$ cat src/rtl/tbs_pkg.sv
// Shared types, widths and helpers for the temperature band statistics block.
package tbs_pkg;

  localparam int TALLY_W   = 9;
  localparam int VAL_W     = 15;
  localparam int SAMPLE_W  = 16;
  localparam int SUM_W     = 23;
  localparam int INDEX_W   = 8;
  localparam int CFG_W     = 15;
  localparam int CFG_ADDR_W = 2;
  localparam int NUM_BANDS = 4;
  localparam int DIV_STEPS = SUM_W;
  localparam int DIV_CNT_W = $clog2(DIV_STEPS);
  localparam int OUT_DATA_W = 128;

  localparam logic [TALLY_W-1:0] TALLY_MAX = {TALLY_W{1'b1}};
  localparam logic [SUM_W-1:0]   SUM_MAX   = {SUM_W{1'b1}};
  localparam logic [VAL_W-1:0]   VAL_MAX   = {VAL_W{1'b1}};

  localparam logic [VAL_W-1:0] NORMAL_LIMIT_RST   = 15'd7424;
  localparam logic [VAL_W-1:0] WARNING_LIMIT_RST  = 15'd11264;
  localparam logic [VAL_W-1:0] CRITICAL_LIMIT_RST = 15'd15104;
  localparam logic [VAL_W-1:0] ALERT_LEVEL_RST    = 15'd11520;

  // Configuration register indexes
  typedef enum logic [CFG_ADDR_W-1:0] {
    REG_NORMAL_LIMIT   = 2'd0,
    REG_WARNING_LIMIT  = 2'd1,
    REG_CRITICAL_LIMIT = 2'd2,
    REG_ALERT_LEVEL    = 2'd3
  } cfg_reg_t;

  // Band indexes
  typedef enum logic [1:0] {
    BAND_NORMAL   = 2'd0,
    BAND_WARNING  = 2'd1,
    BAND_CRITICAL = 2'd2,
    BAND_SHUTDOWN = 2'd3
  } band_t;

  // Commands from the controller to the datapath
  typedef struct packed {
    logic take;       // accepted sample transaction
    logic div_start;  // launch the average division
    logic emit;       // load the summary register and clear the set
  } tbs_cmd_t;

  // Status from the datapath to the controller
  typedef struct packed {
    logic div_done;
  } tbs_status_t;

  // One summary result
  typedef struct packed {
    logic [VAL_W-1:0]   alert_value;
    logic [INDEX_W-1:0] alert_index;
    logic               alert_found;
    logic [TALLY_W-1:0] valid_count;
    logic [VAL_W-1:0]   average_value;
    logic [VAL_W-1:0]   max_value;
    logic [VAL_W-1:0]   min_value;
    logic [TALLY_W-1:0] shutdown_count;
    logic [TALLY_W-1:0] critical_count;
    logic [TALLY_W-1:0] warning_count;
    logic [TALLY_W-1:0] normal_count;
    logic [TALLY_W-1:0] skipped_count;
  } summary_t;

  localparam int SUMMARY_W = $bits(summary_t);

  // Saturating tally increment
  function automatic logic [TALLY_W-1:0] sat_inc(input logic [TALLY_W-1:0] v);
    logic [TALLY_W-1:0] r;
    r = (v == TALLY_MAX) ? v : v + 1'b1;
    return r;
  endfunction

endpackage

$ cat src/rtl/temperature_band_statistics.sv
// Top level of the temperature band statistics block.
//
// Samples arrive on the s_ channel: s_tdata carries a signed Q8.8 reading,
// s_tlast marks the final sample of a set. A negative reading is counted as
// skipped. One sample is taken per cycle while the block is collecting.
// After the sample marked last, the block computes the set average with a
// bit-serial divider (one quotient bit per cycle over the 23-bit sum) and
// holds s_tready low until the summary is loaded into the output register;
// the summary then appears on m_, and the collection of the next set
// resumes in the same cycle. The summary stays in an output register until
// the receiver takes it, so the next set can be collected meanwhile; a
// further summary waits in the emit step while the receiver stalls.
// Samples beyond MAX_SAMPLES in one set are dropped. The cfg_ port writes
// the three band limits and the alert level at indexes 0 to 3; write only
// while idle. Reset restores the default limits, clears every statistic and
// empties the output register.
module temperature_band_statistics
  import tbs_pkg::*;
#(
  parameter int MAX_SAMPLES = 256
) (
  input  logic                  clk,
  input  logic                  rst,
  input  logic                  s_tvalid,
  output logic                  s_tready,
  input  logic [SAMPLE_W-1:0]   s_tdata,   // [15:0] sample
  input  logic                  s_tlast,
  output logic                  m_tvalid,
  input  logic                  m_tready,
  // [8:0] skipped_count, [17:9] normal_count, [26:18] warning_count,
  // [35:27] critical_count, [44:36] shutdown_count, [59:45] min_value,
  // [74:60] max_value, [89:75] average_value, [98:90] valid_count,
  // [99] alert_found, [107:100] alert_index, [122:108] alert_value
  output logic [OUT_DATA_W-1:0] m_tdata,
  input  logic                  cfg_we,
  input  logic [CFG_ADDR_W-1:0] cfg_addr,
  input  logic [CFG_W-1:0]      cfg_data
);

  tbs_cmd_t    cmd;
  tbs_status_t status;
  summary_t    summary;

  tbs_ctrl u_ctrl (
    .clk      (clk),
    .rst      (rst),
    .s_tvalid (s_tvalid),
    .s_tready (s_tready),
    .s_tlast  (s_tlast),
    .m_tvalid (m_tvalid),
    .m_tready (m_tready),
    .cmd      (cmd),
    .status   (status)
  );

  tbs_datapath #(
    .MAX_SAMPLES (MAX_SAMPLES)
  ) u_datapath (
    .clk      (clk),
    .rst      (rst),
    .cmd      (cmd),
    .status   (status),
    .sample   (s_tdata),
    .cfg_we   (cfg_we),
    .cfg_addr (cfg_addr),
    .cfg_data (cfg_data),
    .summary  (summary)
  );

  // Pack the summary, last declared field (skipped_count) in the lowest bits
  assign m_tdata = {{(OUT_DATA_W - SUMMARY_W){1'b0}}, summary};

endmodule

$ cat src/rtl/tbs_div.sv
// Restoring divider, one quotient bit per cycle, for the set average.
module tbs_div
  import tbs_pkg::*;
(
  input  logic               clk,
  input  logic               rst,
  input  logic               start,
  input  logic [SUM_W-1:0]   dividend,
  input  logic [TALLY_W-1:0] divisor,
  output logic               done,
  output logic [SUM_W-1:0]   quotient
);

  logic                 busy;
  logic [DIV_CNT_W-1:0] cnt;
  logic [TALLY_W-1:0]   rem;
  logic [SUM_W-1:0]     quo;
  logic [TALLY_W-1:0]   dvs;
  logic [TALLY_W:0]     shifted;
  logic [TALLY_W+1:0]   diff;
  logic                 ge;

  // Trial subtraction of the divisor from the shifted remainder
  always_comb begin
    shifted = {rem, quo[SUM_W-1]};
    diff    = {1'b0, shifted} - {2'b00, dvs};
    ge      = ~diff[TALLY_W+1];
  end

  // Iterate over the dividend bits, most significant first
  always_ff @(posedge clk) begin
    if (rst) begin
      busy <= 1'b0;
      done <= 1'b0;
      cnt  <= '0;
    end else begin
      done <= 1'b0;
      if (start) begin
        busy <= 1'b1;
        cnt  <= '0;
        rem  <= '0;
        quo  <= dividend;
        dvs  <= divisor;
      end else if (busy) begin
        rem <= ge ? diff[TALLY_W-1:0] : shifted[TALLY_W-1:0];
        quo <= {quo[SUM_W-2:0], ge};
        cnt <= cnt + 1'b1;
        if (cnt == DIV_CNT_W'(DIV_STEPS - 1)) begin
          busy <= 1'b0;
          done <= 1'b1;
        end
      end
    end
  end

  assign quotient = quo;

  // Completion never overlaps a running division
  assert property (@(posedge clk) disable iff (rst) done |-> !busy)
    else $error("divider done while still busy");

endmodule

$ cat src/rtl/tbs_datapath.sv
// Datapath: limit registers, running statistics, divider and summary register.
module tbs_datapath
  import tbs_pkg::*;
#(
  parameter int MAX_SAMPLES = 256
) (
  input  logic                  clk,
  input  logic                  rst,
  input  tbs_cmd_t              cmd,
  output tbs_status_t           status,
  input  logic [SAMPLE_W-1:0]   sample,
  input  logic                  cfg_we,
  input  logic [CFG_ADDR_W-1:0] cfg_addr,
  input  logic [CFG_W-1:0]      cfg_data,
  output summary_t              summary
);

  localparam int POS_W = $clog2(MAX_SAMPLES + 1);

  logic [VAL_W-1:0]   normal_limit;
  logic [VAL_W-1:0]   warning_limit;
  logic [VAL_W-1:0]   critical_limit;
  logic [VAL_W-1:0]   alert_level;

  logic [TALLY_W-1:0] skipped_tally;
  logic [TALLY_W-1:0] band_tallies [NUM_BANDS];
  logic [VAL_W-1:0]   running_min;
  logic [VAL_W-1:0]   running_max;
  logic [SUM_W-1:0]   running_sum;
  logic [TALLY_W-1:0] valid_tally;
  logic [POS_W-1:0]   position;
  logic               alert_seen;
  logic [INDEX_W-1:0] alert_position;
  logic [VAL_W-1:0]   alert_sample;

  logic               pos_full;
  logic [VAL_W-1:0]   v;
  logic [SUM_W:0]     sum_wide;
  logic [SUM_W-1:0]   sum_next;
  logic [VAL_W-1:0]   min_next;
  logic [VAL_W-1:0]   max_next;
  band_t              band;
  logic [POS_W+INDEX_W-1:0] pos_ext;
  logic [SUM_W-1:0]   quotient;
  logic [VAL_W-1:0]   average;

  // Classify and combine the incoming sample with the running values
  always_comb begin
    pos_full = (position >= POS_W'(MAX_SAMPLES));
    v        = sample[VAL_W-1:0];
    sum_wide = {1'b0, running_sum} + {{(SUM_W + 1 - VAL_W){1'b0}}, v};
    sum_next = sum_wide[SUM_W] ? SUM_MAX : sum_wide[SUM_W-1:0];
    min_next = ((valid_tally == '0) || (v < running_min)) ? v : running_min;
    max_next = ((valid_tally == '0) || (v > running_max)) ? v : running_max;
    if (v <= normal_limit) begin
      band = BAND_NORMAL;
    end else if (v <= warning_limit) begin
      band = BAND_WARNING;
    end else if (v <= critical_limit) begin
      band = BAND_CRITICAL;
    end else begin
      band = BAND_SHUTDOWN;
    end
    pos_ext  = {{INDEX_W{1'b0}}, position};
  end

  // Truncated average, zero for an empty set, saturated to the value range
  always_comb begin
    if (valid_tally == '0) begin
      average = '0;
    end else if (|quotient[SUM_W-1:VAL_W]) begin
      average = VAL_MAX;
    end else begin
      average = quotient[VAL_W-1:0];
    end
  end

  tbs_div u_div (
    .clk      (clk),
    .rst      (rst),
    .start    (cmd.div_start),
    .dividend (running_sum),
    .divisor  (valid_tally),
    .done     (status.div_done),
    .quotient (quotient)
  );

  // Limit registers
  always_ff @(posedge clk) begin
    if (rst) begin
      normal_limit   <= NORMAL_LIMIT_RST;
      warning_limit  <= WARNING_LIMIT_RST;
      critical_limit <= CRITICAL_LIMIT_RST;
      alert_level    <= ALERT_LEVEL_RST;
    end else if (cfg_we) begin
      case (cfg_reg_t'(cfg_addr))
        REG_NORMAL_LIMIT:   normal_limit   <= cfg_data;
        REG_WARNING_LIMIT:  warning_limit  <= cfg_data;
        REG_CRITICAL_LIMIT: critical_limit <= cfg_data;
        REG_ALERT_LEVEL:    alert_level    <= cfg_data;
        default:            normal_limit   <= normal_limit;
      endcase
    end
  end

  // Running statistics: update on a sample, clear on reset and when the summary is loaded
  always_ff @(posedge clk) begin
    if (rst || cmd.emit) begin
      skipped_tally  <= '0;
      for (int i = 0; i < NUM_BANDS; i++) begin
        band_tallies[i] <= '0;
      end
      running_min    <= '0;
      running_max    <= '0;
      running_sum    <= '0;
      valid_tally    <= '0;
      position       <= '0;
      alert_seen     <= 1'b0;
      alert_position <= '0;
      alert_sample   <= '0;
    end else if (cmd.take && !pos_full) begin
      position <= position + 1'b1;
      if (sample[SAMPLE_W-1]) begin
        skipped_tally <= sat_inc(skipped_tally);
      end else begin
        if (!alert_seen && (v >= alert_level)) begin
          alert_seen     <= 1'b1;
          alert_position <= pos_ext[INDEX_W-1:0];
          alert_sample   <= v;
        end
        running_min        <= min_next;
        running_max        <= max_next;
        running_sum        <= sum_next;
        valid_tally        <= sat_inc(valid_tally);
        band_tallies[band] <= sat_inc(band_tallies[band]);
      end
    end
  end

  // Summary register, loaded once the average is known
  always_ff @(posedge clk) begin
    if (cmd.emit) begin
      summary.skipped_count  <= skipped_tally;
      summary.normal_count   <= band_tallies[BAND_NORMAL];
      summary.warning_count  <= band_tallies[BAND_WARNING];
      summary.critical_count <= band_tallies[BAND_CRITICAL];
      summary.shutdown_count <= band_tallies[BAND_SHUTDOWN];
      summary.min_value      <= running_min;
      summary.max_value      <= running_max;
      summary.average_value  <= average;
      summary.valid_count    <= valid_tally;
      summary.alert_found    <= alert_seen;
      summary.alert_index    <= alert_position;
      summary.alert_value    <= alert_sample;
    end
  end

  // The running extremes stay ordered
  assert property (@(posedge clk) disable iff (rst) running_min <= running_max)
    else $error("running minimum above running maximum");

  // No band holds more samples than were counted valid
  assert property (@(posedge clk) disable iff (rst)
      (band_tallies[BAND_NORMAL] <= valid_tally) &&
      (band_tallies[BAND_WARNING] <= valid_tally) &&
      (band_tallies[BAND_CRITICAL] <= valid_tally) &&
      (band_tallies[BAND_SHUTDOWN] <= valid_tally))
    else $error("band tally exceeds valid tally");

  // An empty set has no extremes
  assert property (@(posedge clk) disable iff (rst)
      (valid_tally == '0) |-> ((running_max == '0) && (running_sum == '0)))
    else $error("statistics present with no valid sample");

endmodule

$ cat src/rtl/tbs_ctrl.sv
// Controller: accepts samples, sequences the division and the summary hand-off.
module tbs_ctrl
  import tbs_pkg::*;
(
  input  logic        clk,
  input  logic        rst,
  input  logic        s_tvalid,
  output logic        s_tready,
  input  logic        s_tlast,
  output logic        m_tvalid,
  input  logic        m_tready,
  output tbs_cmd_t    cmd,
  input  tbs_status_t status
);

  typedef enum logic [1:0] {
    S_RUN,
    S_START,
    S_DIV,
    S_EMIT
  } state_t;

  state_t state;
  logic   accept;
  logic   slot_free;

  assign s_tready  = (state == S_RUN);
  assign accept    = s_tvalid && s_tready;
  assign slot_free = !m_tvalid || m_tready;

  // Commands for the datapath
  always_comb begin
    cmd.take      = accept;
    cmd.div_start = (state == S_START);
    cmd.emit      = (state == S_EMIT) && slot_free;
  end

  // State and output valid
  always_ff @(posedge clk) begin
    if (rst) begin
      state    <= S_RUN;
      m_tvalid <= 1'b0;
    end else begin
      // Raise the result on an emit, drop it once taken
      if (cmd.emit) begin
        m_tvalid <= 1'b1;
      end else if (m_tready) begin
        m_tvalid <= 1'b0;
      end
      case (state)
        S_RUN: begin
          if (accept && s_tlast) begin
            state <= S_START;
          end
        end
        S_START: begin
          state <= S_DIV;
        end
        S_DIV: begin
          if (status.div_done) begin
            state <= S_EMIT;
          end
        end
        S_EMIT: begin
          if (slot_free) begin
            state <= S_RUN;
          end
        end
        default: begin
          state <= S_RUN;
        end
      endcase
    end
  end

  // The summary register is loaded only when the previous result is gone
  assert property (@(posedge clk) disable iff (rst) cmd.emit |-> (!m_tvalid || m_tready))
    else $error("summary overwritten before transaction");

  // The divider finishes only while the controller waits for it
  assert property (@(posedge clk) disable iff (rst) status.div_done |-> (state == S_DIV))
    else $error("division completed outside the wait state");

  // A new result appears only right after the emit step
  assert property (@(posedge clk) disable iff (rst)
      $rose(m_tvalid) |-> $past(state == S_EMIT))
    else $error("result raised without an emit");

endmodule
$ cat config.mk
export PLATFORM = sky130hd
export DESIGN_NAME = temperature_band_statistics
export DESIGN_NICKNAME = d
export VERILOG_FILES = /design/src/rtl/tbs_pkg.sv /design/src/rtl/temperature_band_statistics.sv /design/src/rtl/tbs_div.sv /design/src/rtl/tbs_datapath.sv /design/src/rtl/tbs_ctrl.sv
export SDC_FILE = /design/constraint.sdc
export NUM_CORES = 1
export LEC_CHECK = 0
export BUFFER_PORTS_ARGS = -buffer_cell sky130_fd_sc_hd__buf_2
export CORE_MARGIN = 5
export CORE_UTILIZATION = 50
export CTS_CLUSTER_DIAMETER = 80
export DETAILED_ROUTE_END_ITERATION = 12
export MAX_ROUTING_LAYER = met4
export PLACE_DENSITY = 0.69
export SKIP_LAST_GASP = 1
export SLEW_MARGIN = 10
export SYNTH_ARGS = -nofsm -noshare
export SYNTH_HDL_FRONTEND = slang
export SYNTH_SLANG_ARGS = --single-unit
$ cat constraint.sdc
create_clock -name clk -period 12.45 [get_ports clk]
set_clock_uncertainty 0.1 [all_clocks]
set_input_delay 1.245 -clock clk [delete_from_list [all_inputs] [get_ports clk]]
set_output_delay 1.245 -clock clk [all_outputs]
set_load 0.01 [all_outputs]
==> out/results.ini, run 1 <==
[setup_path]
rrSetupSlack_ns = 8.39
crit_top_cell = ha_1
crit_path_cell_trace = buf_2 -> ha_1 -> nand4_1 -> a21oi_2 -> nor3_4 -> o31ai_2 -> o2111ai_1 -> a31oi_1 -> ha_1 -> nand2_2 -> nor4_4 -> mux2i_1 -> nor2_1
rr_worst_depth = 13
cpPeakStageDelay_ns = 0.73
cp.depth = 13
crit_path_end_kind = register
cp-start-kind = primary input
critPathMaxFanout = 11
r2r_end = u_datapath.band_tallies[3][1]
critical_path.slowest_cell = o31ai_2
worst-path-buf-inv = 1
timing.rr.start = u_datapath.critical_limit[3]
cp.arrival_ns = 4.82
crit_required_ns = 12.63
cp_top_family = compound AO/OA/AOI/OAI gates
worstSetupPathType = in2reg

[layout]
diodes = 0
final_cells = 2259
layout-drive-gt1-share_pct = 16.80
final_cell_area_um2 = 19990
final_util_pct = 58.01
nets = 1939
area_growth_pct = 15.03

[placement]
placement.io_buffers = 163
gp_congestion = 0.8875
place_area_um2 = 18640
dp.cells = 2185
dpl.hpwl_mm = 29.01

[logic_synthesis]
netlist.area_leader.share_pct = 34.56
ys_ff_latch = 374
synth_ff_type = edfxtp_1
synth.mux.area_fraction_pct = 4.601
synth_common_cells = edfxtp_1, nor2_1, dfxtp_1
synthesis.area_um2 = 17380
synth_top_area_cell = edfxtp_1
yosys.area_share.xor_xnor_pct = 1.966
synth_area_leaders = edfxtp_1, dfxtp_1, ha_1, nor2_1, nand2_1
syn_avg_cell_area_um2 = 10.75
synth_compound_area_share_pct = 11.52
ys_types = 74
syn_inst = 1616
synth_top_family_by_area = simple AND/OR/NAND/NOR gates
async_flop_share_pct = 0
synth_edf_count = 200
synthSimpleGateAreaFrac_pct = 13.77
synth_warnings = 0
synthAdderAreaFrac_pct = 9.302
yosysMostFrequentCell = edfxtp_1
yosysSeqAreaShare_pct = 54.60

[clock_tree]
cts-buffers-inserted = 40
clock_latency_ns = 0.55
ctsResizeCount = 0
cts_hold_buf = 0
htreeDepth = 2
clk_pin_slew_ns = 0.06
clock_sinks = 374
cts-root-buf = clkbuf_16
clockBufferDepth = 3
cts_tree = done
postCtsSetupRepairBufs = 0

[pwr]
ir_worst_vdd_mv = 0.09467
p_leak_nw = 7.960
power_density_nw_per_um2 = 171.4

[status]
status = finished clean

[floorplanning]
die_w_um = 196.4
num_io_pins = 169
num_rows = 68
core_um2 = 34460
dieHeight_um = 196.4
dieArea_um2 = 38580
initial_core_util_pct = 50.43

[timing]
worst_slew_pin_slew_ns = 1.217
hold_violations = 0
min_period_ns = 4.641
finalSetupTns_ns = 0
max_freq_ghz = 0.2155
drv_slew = 0
hold_ws_ns = 0.3248
relSlewSlack_pct = 18.59
rsz0062_at_grt = no
setup_viol = 0
finalCritPeriodShare_pct = 37.28

[detailed_routing]
vias = 12310
routed_wl_mm = 41.50
drc = 0
viasPerCell = 5.447
dr.pass1.iters = 5
drtIter0Drc = 925
ant_nets = 0
wl_per_cell_um = 18.37

[global_routing]
top_usage_layer = met2
gr-total-overflow = 0
met2_usage_pct = 35.13
grt_max_degree = 125
grt_pass1_vias = 11970
grt_pass1_wl_mm = 65.77
gr-usage-met1_pct = 29.21
groute.layer.met3.usage_pct = 3.077
antenna_found_initial = 0
grt.total_usage_pct = 21.84

[min_path]
holdPathStages = 0
hold_end = u_datapath.summary[112]
min_from = u_datapath.alert_sample[4]
min_path_type = reg2reg

[run]
max_cap_viol_count = 0

## state kept, by name, indices dropped and copies added, names as in the netlist, 23 cells and up
register,cells
u_datapath.u_div.quotient,23
m_tdata,36
u_datapath.summary,87
u_datapath.running_sum,23
u_datapath.band_tallies,36
## power by group
part,internal (mW),total (mW),switching (mW)
Sequential,1.46,1.55,0.0822
Clock,0.716,1.20,0.489
Combinational,0.269,0.675,0.406
Total,2.45,3.43,0.977
## how the worst max path moves through the flow
stage | startpoint | end | slack [ns]
CTS | s_tdata[4] | u_datapath.band_tallies[3][1] | 7.84
detailed placement | s_tdata[4] | u_datapath.band_tallies[3][1] | 7.26
global route | s_tdata[3] | u_datapath.band_tallies[2][1] | 7.53
finish | s_tdata[3] | u_datapath.band_tallies[3][1] | 7.81
global placement | s_tdata[3] | u_datapath.band_tallies[1][1] | 7.47
floorplan | m_tready | u_datapath.band_tallies[0][0] | 3.78
## per-layer routing
metal | wire length (µm) | share of wire (%) | up-vias
met4 | 941 | 2.3 | 0
met3 | 1837 | 4.4 | 66
li1 | - | - | 6022
met2 | 19860 | 48 | 281
met5 | 0 | 0 | -
met1 | 18860 | 45 | 5936
## through the flow
step / power (mW) / setup WS [ns]
floorplan: 2.049 / 3.783
global placement: 2.223 / 7.469
detailed placement: 2.248 / 7.261
CTS: 3.458 / 7.843
global route: 3.606 / 7.529
finish: 3.427 / 7.809
## area by class of cell
type | count | area, µm²
Fill cell | 2928 | 14470
Sequential cell | 374 | 9489
Multi-Input combinational cell | 1060 | 7206
Clock buffer | 51 | 1102
Timing Repair Buffer | 175 | 918.4
Tap cell | 455 | 569.3
Inverter | 121 | 454.2
Clock inverter | 23 | 251.5
## layout by cell type (no fill, tap or decap), types with 6 or more instances in the layout
cell type | Yosys | routed
xnor2_1 | 18 | 18
nand3_1 | 32 | 32
nand2_1 | 165 | 165
nor2_1 | 178 | 176
nor3_1 | 14 | 13
or2_2 | 6 | 6
o32a_1 | 9 | 9
nand3b_1 | 11 | 11
nor4_1 | 6 | 6
clkbuf_16 | 0 | 40
and3_1 | 9 | 9
o21ai_0 | 63 | 62
dfxtp_1 | 174 | 174
nand4_1 | 28 | 28
mux2_2 | 23 | 23
clkinv_2 | 0 | 8
mux2i_1 | 54 | 54
nand2b_1 | 28 | 28
a21oi_1 | 107 | 106
edfxtp_1 | 200 | 200
o31ai_1 | 6 | 6
or3_1 | 8 | 8
a211o_1 | 9 | 9
xor2_1 | 21 | 21
a211oi_1 | 10 | 10
o21a_1 | 26 | 26
buf_4 | 6 | 11
ha_1 | 126 | 126
nor2b_1 | 10 | 9
a21o_1 | 18 | 18
clkbuf_8 | 0 | 6
buf_2 | 10 | 163
inv_1 | 121 | 121
## cell families after synthesis
group | Yosys count
adder cells (fa/ha/maj) | 128
AO/OA/AOI/OAI | 297
buffers and inverters | 186
AND/OR/NAND/NOR | 514
flip-flops | 374
other | 1
multiplexers | 77
XOR/XNOR | 39
(Power assumes the default switching activity.)
==> run 2, diff against run 1 <==
- ABC_AREA: unset -> 1
- clock period: 12.45 -> 4.4 ns (I/O delays scaled with it)
==> out/results.ini, run 2 <==
[timing]
rsz0062_at_grt = no  ; unchanged
setup_viol = 0  ; unchanged
finalCritPeriodShare_pct = 85.30
fin_ws_ns = 0.6466  ; was 7.809 ns
max_freq_ghz = 0.2664
hold_violations = 0  ; unchanged
finalSetupTns_ns = 0  ; unchanged
relSlewSlack_pct = 16.87  ; was 18.59%
worst_slew_pin_slew_ns = 1.237  ; was 1.217 ns
min_period_ns = 3.753
drv_slew = 0  ; unchanged

[pwr]
p_leak_nw = 8.351  ; was 7.960 nW
ir_worst_vdd_mv = 0.2664  ; was 0.09467 mV
power_density_nw_per_um2 = 505.3  ; was 171.4 nW/µm²

[setup_path]
crit_top_cell = inv_1  ; was ha_1
cp-start-kind = register  ; was primary input
rrSetupSlack_ns = 0.65  ; was 8.39 ns
timing.rr.start = u_ctrl.state[0]  ; was u_datapath.critical_limit[3]
cpPeakStageDelay_ns = 0.61  ; was 0.73 ns
crit_required_ns = 4.46  ; was 12.63 ns
critPathMaxFanout = 17  ; was 11
cp.arrival_ns = 3.82  ; was 4.82 ns
critical_path.slowest_cell = nand2_1  ; was o31ai_2
crit_path_cell_trace = inv_1 -> ha_1 -> nand3_1 -> nor2_1 -> inv_1 -> nor2_8 -> inv_1 -> nor2_1 -> nand2_1 -> nand2_1  ; was buf_2 -> ha_1 -> nand4_1 -> a21oi_2 -> nor3_4 -> o31ai_2 -> o2111ai_1 -> a31oi_1 -> ha_1 -> nand2_2 -> nor4_4 -> mux2i_1 -> nor2_1
crit_path_end_kind = register  ; unchanged
rr_worst_depth = 10  ; was 13
r2r_end = u_datapath.band_tallies[1][8]  ; was u_datapath.band_tallies[3][1]
cp_top_family = simple AND/OR/NAND/NOR gates  ; was compound AO/OA/AOI/OAI gates
worst-path-buf-inv = 3  ; was 1
worstSetupPathType = reg2reg  ; was in2reg
cp.depth = 10  ; was 13

[logic_synthesis]
synth_warnings = 0  ; unchanged
synth_area_leaders = edfxtp_1, dfxtp_1, ha_1, nand2_1, a21oi_1  ; was edfxtp_1, dfxtp_1, ha_1, nor2_1, nand2_1
synth_top_area_cell = edfxtp_1  ; unchanged
netlist.area_leader.share_pct = 34.60  ; was 34.56%
synth_ff_type = edfxtp_1  ; unchanged
yosys.area_share.xor_xnor_pct = 1.009  ; was 1.966%
synth.mux.area_fraction_pct = 0  ; was 4.601%
synth_top_family_by_area = simple AND/OR/NAND/NOR gates  ; unchanged
yosysMostFrequentCell = nand2_1  ; was edfxtp_1
synth_edf_count = 200  ; unchanged
async_flop_share_pct = 0  ; unchanged
syn_avg_cell_area_um2 = 9.423  ; was 10.75 µm²
yosysSeqAreaShare_pct = 54.67  ; was 54.60%
synth_compound_area_share_pct = 13.42  ; was 11.52%
synthesis.area_um2 = 17360  ; was 17380 µm²
synth_common_cells = nand2_1, inv_1, a21oi_1  ; was edfxtp_1, nor2_1, dfxtp_1
ys_types = 51  ; was 74
synthSimpleGateAreaFrac_pct = 14.70  ; was 13.77%
ys_ff_latch = 374  ; unchanged
syn_inst = 1842  ; was 1616
synthAdderAreaFrac_pct = 9.313  ; was 9.302%

[global_routing]
grt_max_degree = 70  ; was 125
grt_pass1_vias = 12630  ; was 11.97k
gr-total-overflow = 0  ; unchanged
antenna_found_initial = 0  ; unchanged
grt_pass1_wl_mm = 67.73  ; was 65.77 mm
grt.total_usage_pct = 22.50  ; was 21.84%

[placement]
placement.io_buffers = 163  ; unchanged
gp_congestion = 0.9198  ; was 0.8875
dp_slack_ns = 0.4446  ; was 7.261 ns
dp.cells = 2425  ; was 2185
dpl.hpwl_mm = 30.63  ; was 29.01 mm

[layout]
diodes = 0  ; unchanged
multi_input_area_um2 = 6713  ; was 7206 µm²
final_cells = 2499  ; was 2259
final_cell_mix = nand2_1, inv_1, a21oi_1, edfxtp_1, dfxtp_1  ; was edfxtp_1, nor2_1, dfxtp_1, nand2_1, buf_2
nets = 2179  ; was 1939
fillers = 3000  ; was 2928
layout-drive-gt1-share_pct = 14.09  ; was 16.80%
seq_area_um2 = 9489  ; unchanged
area_growth_pct = 15.20  ; was 15.03%
largest_register_ffs = 87  ; unchanged
final_common_cell = nand2_1  ; was edfxtp_1
largest_register = u_datapath.summary  ; unchanged

[clock_tree]
cts_hold_buf = 0  ; unchanged
cts_tree = done  ; unchanged
clock_latency_ns = 0.54  ; was 0.55 ns
clk_pin_slew_ns = 0.06  ; about the same
cts-root-buf = clkbuf_16  ; unchanged
clock_sinks = 374  ; unchanged
postCtsSetupRepairBufs = 0  ; unchanged
clockBufferDepth = 3  ; unchanged
cts-buffers-inserted = 40  ; unchanged
htreeDepth = 2  ; unchanged
ctsResizeCount = 0  ; unchanged

[detailed_routing]
vias = 13320  ; was 12.31k
viasPerCell = 5.331  ; was 5.447
dr.pass1.iters = 8  ; was 5
drc = 0  ; unchanged
routed_wl_mm = 42.92  ; was 41.50 mm
wl_per_cell_um = 17.17  ; was 18.37 µm
drtIter0Drc = 937  ; was 925
ant_nets = 0  ; unchanged

[floorplanning]
core_um2 = 34370  ; was 34460 µm²
num_io_pins = 169  ; unchanged
initial_core_util_pct = 50.50  ; was 50.43%
dieHeight_um = 196.3  ; was 196.4 µm
dieArea_um2 = 38540  ; was 38580 µm²
num_rows = 68  ; unchanged
die_w_um = 196.3  ; was 196.4 µm

[min_path]
hold_end = u_datapath.warning_limit[10]  ; was u_datapath.summary[112]
min_from = cfg_data[10]  ; was u_datapath.alert_sample[4]
holdPathStages = 3  ; was 0
min_path_type = in2reg  ; was reg2reg

[run]
max_cap_viol_count = 0  ; unchanged

[status]
status = finished clean  ; unchanged

[run 2: worst reg2reg max path, cell delays in order (launching register included)]
cell	delay, ns
dfxtp_1	0.33
inv_1	0.10
ha_1	0.23
nand3_1	0.28
nor2_1	0.28
inv_1	0.17
nor2_8	0.38
inv_1	0.29
nor2_1	0.24
nand2_1	0.36
nand2_1	0.61
[run 2: power by group]
group / switching, mW / internal [mW] / leakage, nW
Clock: 1.37 / 2.02 / 0.651
Combinational: 1.46 / 0.706 / 4.38
Sequential: 0.241 / 4.31 / 3.32
[run 2: cell families after synthesis]
logic type / count (synthesis)
xor gates and xnor gates: 20
other: 1
adders and majority gates: 128
AOI/OAI and AO/OA: 438
buffers and inverters: 304
and+or+nand+nor: 577
DFF: 374
[run 2: worst max path at each step]
stage | startpoint | to
after floorplan | m_tready | u_datapath.band_tallies[3][0]
after global placement | s_tdata[10] | u_datapath.band_tallies[1][0]
after detailed placement | s_tdata[0] | u_datapath.band_tallies[2][0]
after CTS | u_ctrl.state[0] | u_datapath.band_tallies[1][8]
after global routing | u_ctrl.state[1] | u_datapath.band_tallies[1][8]
final | u_ctrl.state[0] | u_datapath.band_tallies[1][8]
[run 2: layer usage]
layer | vias up | share of wire, % | GRT usage [%]
li1 | 6618 | - | -
met1 | 6260 | 45 | 29.94
met2 | 368 | 47 | 36.20
met3 | 77 | 5.7 | 3.486
met4 | 0 | 2.3 | 6.129
met5 | - | 0 | -
[run 2: layout make-up]
type / count / area share, %
Clock inverter: 22 / 1.145
Tap cell: 455 / 2.847
Inverter: 245 / 4.611
Timing Repair Buffer: 183 / 4.830
Multi-Input combinational cell: 1168 / 33.57
Clock buffer: 52 / 5.544
Sequential cell: 374 / 47.45
[run 2: metrics by stage]
stage / cell area (µm²) / total power [mW] / hold WS, ns / util [%]
global route: 20000 / 10.65 / 0.08859 / 58.18
floorplan: 17370 / 6.066 / 0.3082 / -
finish: 20000 / 10.10 / 0.07789 / 58.18
global placement: 18660 / 6.707 / 0.3123 / 54.28
CTS: 20000 / 10.17 / 0.06513 / 58.18
detailed placement: 18660 / 6.780 / 0.3143 / 54.28
